<file path="src/snq_pkg.sv">
package snq_pkg;

    localparam int NoteW = 7;
    localparam int KeyW  = 5;
    localparam int ConfW = 16;
    localparam int CntW  = 32;
    localparam int PcN   = 12;

    localparam logic [NoteW-1:0] MaxNote = 7'd127;
    localparam logic [KeyW-1:0]  MaxKey  = 5'd23;
    localparam logic [KeyW-1:0]  NoKey   = 5'd24;
    localparam logic [ConfW-1:0] ConfRst = 16'd32768;

    localparam logic [3:0] MajorSteps [0:6] = '{4'd0, 4'd2, 4'd4, 4'd5, 4'd7, 4'd9, 4'd11};
    localparam logic [3:0] MinorSteps [0:6] = '{4'd0, 4'd2, 4'd3, 4'd5, 4'd7, 4'd8, 4'd10};

    // operation codes carried in tuser
    localparam logic [1:0] FuncSnap    = 2'd0;
    localparam logic [1:0] FuncDetect  = 2'd1;
    localparam logic [1:0] FuncConsume = 2'd2;
    localparam logic [1:0] FuncClear   = 2'd3;

    // configuration register indexes
    localparam logic [1:0] CfgBypass    = 2'd0;
    localparam logic [1:0] CfgMinConf   = 2'd1;
    localparam logic [1:0] CfgManualEn  = 2'd2;
    localparam logic [1:0] CfgManualKey = 2'd3;

    typedef struct packed {
        logic [NoteW-1:0] note;
        logic             moved;
    } t_snap_res;

    function automatic logic [PcN-1:0] snq_make_mask(input logic [3:0] root,
                                                     input logic       minor);
        logic [PcN-1:0] m;
        logic [4:0]     s;
        m = '0;
        for (int i = 0; i < 7; i++) begin
            s = {1'b0, root} + {1'b0, (minor ? MinorSteps[i] : MajorSteps[i])};
            if (s >= 5'd24) begin
                s = s - 5'd24;
            end else if (s >= 5'd12) begin
                s = s - 5'd12;
            end
            m[s[3:0]] = 1'b1;
        end
        return m;
    endfunction

    function automatic logic [KeyW-1:0] snq_sat_key(input logic [KeyW-1:0] k);
        return (k > MaxKey) ? MaxKey : k;
    endfunction

endpackage

</file>
<file path="src/scale_note_quantizer.sv">
// pipeline: an input register, then one pass of scale logic into the result
// register; throughput: one beat per cycle while m_axis_tready is not held low;
// the result register holds a finished beat while the next is taken
// reset: synchronous, active low; clears the scale, key, counters, event and
// configuration to their defaults; a configuration write is taken once the
// input register is empty
module scale_note_quantizer (
    input  logic        i_clk,
    input  logic        i_rst_n,
    input  logic        s_axis_tvalid,
    output logic        s_axis_tready,
    // note_in[6:0], key_root[10:7], key_minor[11], key_conf[27:12],
    // key_number[32:28], zero pad
    input  logic [39:0] s_axis_tdata,
    // func[1:0]
    input  logic [1:0]  s_axis_tuser,
    output logic        m_axis_tvalid,
    input  logic        m_axis_tready,
    // note_out[6:0], event_valid[7], snap_from[14:8], snap_to[21:15],
    // total_notes[53:22], snapped_notes[85:54], active_key_out[90:86], zero pad
    output logic [95:0] m_axis_tdata,
    input  logic        i_cfg_valid,
    output logic        o_cfg_ready,
    input  logic [1:0]  i_cfg_index,
    input  logic [15:0] i_cfg_data
);
    import snq_pkg::*;

    // configuration
    logic             r_bypass;
    logic [ConfW-1:0] r_min_conf;
    logic             r_manual_en;
    logic [KeyW-1:0]  r_manual_key;

    // architectural state
    logic [PcN-1:0]   r_mask,     n_mask;
    logic             r_scale_ok, n_scale_ok;
    logic [KeyW-1:0]  r_key,      n_key;
    logic [CntW-1:0]  r_total,    n_total;
    logic [CntW-1:0]  r_snapped,  n_snapped;
    logic [NoteW-1:0] r_from,     n_from;
    logic [NoteW-1:0] r_to,       n_to;
    logic             r_pending,  n_pending;
    logic             n_event;
    logic [NoteW-1:0] n_note_out;

    // input stage
    logic             r_in_valid;
    logic [1:0]       r_func;
    logic [NoteW-1:0] r_note;
    logic [3:0]       r_root;
    logic             r_minor;
    logic [ConfW-1:0] r_conf;
    logic [KeyW-1:0]  r_knum;

    // result stage
    logic             r_out_valid;
    logic [95:0]      r_out_data;

    logic             advance;
    logic             work_en;
    t_snap_res        snap;
    logic [KeyW-1:0]  cfg_key;
    logic [KeyW-1:0]  man_key;

    assign advance       = !r_out_valid || m_axis_tready;
    assign work_en       = r_in_valid && advance;
    assign s_axis_tready = !r_in_valid || advance;
    // no write while a beat waits in the input register
    assign o_cfg_ready   = !r_in_valid;
    assign m_axis_tvalid = r_out_valid;
    assign m_axis_tdata  = r_out_data;

    snq_snap u_snap (
        .i_mask (r_mask),
        .i_note (r_note),
        .o_res  (snap)
    );

    always_comb begin
        n_mask     = r_mask;
        n_scale_ok = r_scale_ok;
        n_key      = r_key;
        n_total    = r_total;
        n_snapped  = r_snapped;
        n_from     = r_from;
        n_to       = r_to;
        n_pending  = r_pending;
        n_event    = 1'b0;
        n_note_out = r_note;
        case (r_func)
            FuncSnap: begin
                n_total = r_total + 1'b1;
                if (!r_bypass && r_scale_ok) begin
                    n_note_out = snap.note;
                    if (snap.moved) begin
                        n_snapped = r_snapped + 1'b1;
                        n_from    = r_note;
                        n_to      = snap.note;
                        n_pending = 1'b1;
                    end
                end
            end
            FuncDetect: begin
                if (!r_manual_en && (r_conf >= r_min_conf)) begin
                    n_mask     = snq_make_mask(r_root, r_minor);
                    n_scale_ok = 1'b1;
                    n_key      = snq_sat_key(r_knum);
                end
            end
            FuncConsume: begin
                if (r_pending) begin
                    n_pending = 1'b0;
                    n_event   = 1'b1;
                end
            end
            default: begin
                n_total   = '0;
                n_snapped = '0;
                n_from    = '0;
                n_to      = '0;
                n_pending = 1'b0;
            end
        endcase
    end

    // manual key to apply: the new one on a key write, the stored one otherwise
    assign cfg_key = snq_sat_key(i_cfg_data[KeyW-1:0]);
    assign man_key = (i_cfg_index == CfgManualKey) ? cfg_key : r_manual_key;

    always_ff @(posedge i_clk) begin
        if (!i_rst_n) begin
            r_bypass     <= 1'b0;
            r_min_conf   <= ConfRst;
            r_manual_en  <= 1'b0;
            r_manual_key <= '0;
            r_mask       <= '0;
            r_scale_ok   <= 1'b0;
            r_key        <= NoKey;
            r_total      <= '0;
            r_snapped    <= '0;
            r_from       <= '0;
            r_to         <= '0;
            r_pending    <= 1'b0;
        end else if (i_cfg_valid && o_cfg_ready) begin
            unique case (i_cfg_index)
                CfgBypass:    r_bypass     <= i_cfg_data[0];
                CfgMinConf:   r_min_conf   <= i_cfg_data;
                CfgManualEn:  r_manual_en  <= i_cfg_data[0];
                CfgManualKey: r_manual_key <= cfg_key;
                default:      ;
            endcase
            if (((i_cfg_index == CfgManualEn) && i_cfg_data[0]) ||
                ((i_cfg_index == CfgManualKey) && r_manual_en)) begin
                r_mask     <= snq_make_mask((man_key >= 5'd12) ? 4'(man_key - 5'd12)
                                                               : man_key[3:0],
                                            man_key >= 5'd12);
                r_scale_ok <= 1'b1;
                r_key      <= man_key;
            end
        end else if (work_en) begin
            r_mask     <= n_mask;
            r_scale_ok <= n_scale_ok;
            r_key      <= n_key;
            r_total    <= n_total;
            r_snapped  <= n_snapped;
            r_from     <= n_from;
            r_to       <= n_to;
            r_pending  <= n_pending;
        end
    end

    always_ff @(posedge i_clk) begin
        if (!i_rst_n) begin
            r_in_valid  <= 1'b0;
            r_out_valid <= 1'b0;
        end else begin
            if (s_axis_tready) begin
                r_in_valid <= s_axis_tvalid;
            end
            if (advance) begin
                r_out_valid <= r_in_valid;
            end
        end
    end

    // payload registers
    always_ff @(posedge i_clk) begin
        if (s_axis_tvalid && s_axis_tready) begin
            r_func  <= s_axis_tuser;
            r_note  <= s_axis_tdata[6:0];
            r_root  <= s_axis_tdata[10:7];
            r_minor <= s_axis_tdata[11];
            r_conf  <= s_axis_tdata[27:12];
            r_knum  <= s_axis_tdata[32:28];
        end
        if (work_en) begin
            r_out_data <= {5'd0, n_key, n_snapped, n_total, n_to, n_from,
                           n_event, n_note_out};
        end
    end

endmodule

</file>
<file path="src/snq_snap.sv">
module snq_snap (
    input  logic [snq_pkg::PcN-1:0]   i_mask,
    input  logic [snq_pkg::NoteW-1:0] i_note,
    output snq_pkg::t_snap_res        o_res
);
    import snq_pkg::*;

    logic [14:0]          prod;
    logic [3:0]           quot;
    logic [7:0]           quot12;
    logic [3:0]           pc;
    logic [2*PcN-1:0]     dbl;
    logic [PcN-1:0]       rot;
    logic                 found;
    logic                 go_up;
    logic [2:0]           reach;
    logic [NoteW:0]       up_sum;
    logic [NoteW-1:0]     res;

    // note / 12 by reciprocal: exact for 7-bit notes
    assign prod   = {8'd0, i_note} * 15'd171;
    assign quot   = prod[14:11];
    assign quot12 = {4'd0, quot} * 8'd12;
    assign pc     = 4'(({1'b0, i_note} - quot12));

    // rotate so that bit 0 is the pitch class of the note
    assign dbl = {i_mask, i_mask} >> pc;
    assign rot = dbl[PcN-1:0];

    always_comb begin
        found = 1'b0;
        go_up = 1'b0;
        reach = 3'd0;
        // nearest distance wins, upward wins a tie
        for (int d = 6; d >= 1; d--) begin
            if (rot[PcN-d]) begin
                found = 1'b1;
                go_up = 1'b0;
                reach = 3'(d);
            end
            if (rot[d]) begin
                found = 1'b1;
                go_up = 1'b1;
                reach = 3'(d);
            end
        end
    end

    assign up_sum = {1'b0, i_note} + {5'd0, reach};

    always_comb begin
        res = i_note;
        if (!rot[0] && found) begin
            if (go_up) begin
                res = (up_sum > {1'b0, MaxNote}) ? MaxNote : up_sum[NoteW-1:0];
            end else begin
                res = (i_note >= {4'd0, reach}) ? (i_note - {4'd0, reach}) : '0;
            end
        end
    end

    assign o_res.note  = res;
    assign o_res.moved = (res != i_note);

endmodule
</file>
<file path="config.mk">
export PLATFORM = sky130hd
export DESIGN_NAME = scale_note_quantizer
export DESIGN_NICKNAME = d
export VERILOG_FILES = /design/src/snq_pkg.sv /design/src/scale_note_quantizer.sv /design/src/snq_snap.sv
export SDC_FILE = /design/constraint.sdc
export NUM_CORES = 1
export LEC_CHECK = 0
export BUFFER_PORTS_ARGS = -buffer_cell sky130_fd_sc_hd__buf_2
export CAP_MARGIN = 20
export CORE_MARGIN = 5
export CORE_UTILIZATION = 45
export DETAILED_ROUTE_END_ITERATION = 7
export GPL_ROUTABILITY_DRIVEN = 0
export SLEW_MARGIN = 30
export SYNTH_ARGS = -nofsm -noshare
export SYNTH_HDL_FRONTEND = slang
export SYNTH_SLANG_ARGS = --single-unit
</file>
<file path="constraint.sdc">
create_clock -name i_clk -period 9.8 [get_ports i_clk]
set_input_delay 1.47 -clock i_clk [delete_from_list [all_inputs] [get_ports i_clk]]
set_output_delay 1.47 -clock i_clk [all_outputs]
set_load 0.005 [all_outputs]
</file>
==> results.toml <==
[power]
irDropWorstVdd_uv = 325
sequentialPowerShare = 0.213
p_per_area_mw_per_mm2 = 261
p_leak_uw = 0.00796
p_clk_frac = 0.209
switchingPower_uw = 2410
pwr-share-comb = 0.578
finalPower_uw = 5390
p_sw_frac = 0.447
intPower_uw = 2980

[finish]
fin_nets = 2404
fillers = 3806
syn_to_final_growth_pct = 12.3
final-seq-area_sq_mm = 0.00623
design_area_sq_mm = 0.0206
multi_input_area_sq_mm = 0.0112
drive_gt1_frac = 0.152
n_antenna_cell = 0

[placed_design]
hpwl_um = 35500
port_buffers = 151
placed_area_sq_mm = 0.0195
pre_cts_slack_ns = 0.288

[synth]
synth_top_family_by_area = "compound AO/OA/AOI/OAI gates"
synth_cell_types = 103
synth_top_cell_area_share = 0.206
syn_area_per_cell_sq_um = 8.77
synth-async-reset-ratio = 0
synth_edf_count = 126
yosys_warnings = 0
synthTopCellsByArea = "edfxtp_1 (21%), dfxtp_1 (13%), ha_1 (8.6%)"
synthAdderAreaFrac = 0.100
yosys_most_used_dff = "edfxtp_1"
synth.largest_area_cell = "edfxtp_1"
synth_area_sq_mm = 0.0184
ys_ff_latch = 248
synthCells = 2095
synth_compound_area_frac = 0.238
synth_mux_area_frac = 0.0598
ys_seq_area_frac = 0.339
yosys.area_share.simple = 0.190
synth.most_common_cell = "nand2_1"
synth_xor_xnor_area_share = 0.0210
synth_top_cells_by_count = "nand2_1 (289), a21oi_1 (166), nor2_1 (129), edfxtp_1 (126), ha_1 (126)"

[setup_path]
ff2ff_setup_slack_ns = 0.60
path_depth = 36
startpoint = "r_note[4]"
crit_end = "m_axis_tdata[69]"
critPathKind = "reg -> reg"
slowest_delay_ns = 0.52
critPathBufInv = 6
cp_top_family = "adder cells"
reg2reg_to = "m_axis_tdata[69]"
crit_required_ns = 10.16
r2r_cells = 36
startpoint_type = "flip-flop"
crit_fanout = 12
rr_startpoint = "r_note[4]"
cp-end-kind = "flip-flop"
crit_slowest_cell = "fa_1"
cp.arrival_ns = 9.56

[worst_hold_path]
hold_path.class = "reg -> reg"
worstHoldPathCells = 2

[clock_network]
cts_sinks = 248
cts_tree = "built"
htree_num_levels = 1
clk_latency_ns = 0.57
clk_pin_slew_worst_paths_ns = 0.06
clock_path_buffers = 3
cts_buffers = 29
ctsHoldBuffers = 0
cts-root-buf = "clkbuf_16"

[timing]
rsz0062_at_grt = "no"
skew_ns = 0.0152
relSlewSlack = 0.397
finalCritPeriodShare = 0.939
layout_setup_ws_ns = 0.600
maxSlewViolCount = 0
period_needed_ns = 9.20
hold_viol = 0
worstMarginPinSlew_ns = 0.904
finalSetupTns_ns = 0
fmax_mhz = 109
setup_viol = 0

[grt]
gr-usage-all-layers = 0.213
first_global_vias = 15518
grt_pass1_wl_um = 80500
antenna_found_initial = 0
grt_max_degree = 72
overflow = 0

[die]
die_area_sq_mm = 0.0450
die_h_um = 212
io_pins = 164
num_rows = 74
start_util = 0.452
fp.dieW_um = 212
core-area_sq_mm = 0.0406

[drt]
ant_nets = 0
routed_wl_um = 50000
num_vias = 16336
drt_pass1_iterations = 6
via_per_inst = 5.93
route.detailed.drc = 0
drt-initial-drc-count = 1514
wl_per_cell_um = 18.2

[status]
status = "finished, final reports clean"

[flow_run]
drv_cap = 0
==> state kept, by name, summed over array words and instances, names as in the netlist, 5 cells and up <==
signal / cells
r_min_conf: 16
r_from: 7
r_snapped: 32
r_total: 32
r_to: 7
r_note: 7
r_knum: 5
r_mask: 12
r_manual_key: 5
m_axis_tdata: 91
r_key: 5
r_conf: 16
==> stage by stage <==
stage / utilization / std cells / hold slack (ns)
floorplan: - / 2099 / 0.433
global placement: 0.481 / 2692 / 0.442
detailed placement: 0.481 / 2692 / 0.449
CTS: 0.505 / 2746 / 0.458
global route: 0.508 / 2755 / 0.479
finish: 0.508 / 2755 / 0.456
==> power by group through the flow <==
stage          clock, uW  combinational, uW  sequential (uW)
3_5_place_dp           0               3010             1170
2_1_floorplan          0               2400             1170
3_3_place_gp           0               2960             1170
6_report            1130               3110             1150
5_1_grt             1210               3420             1150
4_1_cts             1160               3030             1150
==> layout by cell type (no fill, tap or decap), types with 12 or more instances in the layout <==
cell type	Yosys	layout
nand2_1	289	289
a21oi_1	166	165
buf_2	12	151
nor2_1	129	126
edfxtp_1	126	126
ha_1	126	125
dfxtp_1	122	122
nand3_1	96	96
inv_1	97	95
o21ai_0	82	81
mux2i_1	56	56
buf_4	16	42
a31oi_1	34	34
a22o_1	33	33
mux2_2	30	30
nor3_1	29	29
clkbuf_16	0	29
nand2b_1	27	27
o31ai_1	27	27
a21o_1	26	26
nand4_1	24	24
a221oi_1	23	23
a221o_1	23	23
nor2b_1	22	21
xnor2_1	21	21
and3_1	21	21
o211ai_1	20	20
a22oi_1	18	18
and2_1	19	18
a311oi_1	16	16
o311ai_1	16	15
or3_1	14	14
or4_1	13	13
o22ai_1	13	13
fa_1	13	13
a41oi_1	12	12
o21a_1	12	12
o311ai_0	12	12
==> worst min-delay path, stage by stage, from the launching register on <==
cell and delay (ns):
dfxtp_1 0.31, nand2_1 0.05, a21oi_1 0.05
==> cell type report <==
class | count | area share
multi-input combinational | 1624 | 0.545
timing repair buffer | 196 | 0.0548
clock buffer | 36 | 0.0369
inverter | 101 | 0.0185
clock inverter | 18 | 0.0112
sequential | 248 | 0.302
tap | 532 | 0.0323
==> layer usage <==
layer,wire (um),global-route usage,vias up
met5,0,0,-
met4,1070,0.0549,0
met3,2760,0.0269,74
met2,24000,0.364,429
met1,22200,0.289,7786
li1,-,-,8047
==> worst min-delay path by stage <==
| stage | start | end | slack [ns] |
|---|---|---|---|
| after floorplan | r_to[2] | r_to[2] | 0.43 |
| after global routing | r_min_conf[13] | r_min_conf[13] | 0.48 |
| after detailed placement | r_to[2] | r_to[2] | 0.45 |
| after CTS | r_min_conf[12] | r_min_conf[12] | 0.46 |
| after global placement | r_manual_key[2] | r_manual_key[2] | 0.44 |
| final | r_min_conf[13] | r_min_conf[13] | 0.46 |
==> cell families after synthesis <==
group	count (synthesis)
AOI/OAI and AO/OA	616
and+or+nand+nor	733
xor gates and xnor gates	35
muxes	96
other	1
DFF	248
adders and majority gates	139
buffers and inverters	227
==> what timing repair did <==
action | 4_1_cts | 5_1_grt
setup buffers | 0 | 9
hold endpoints to repair | 0 | 0
gates resized for setup | 0 | 4
setup endpoints to repair | 0 | 86
Power figures use the tool's default switching activity.
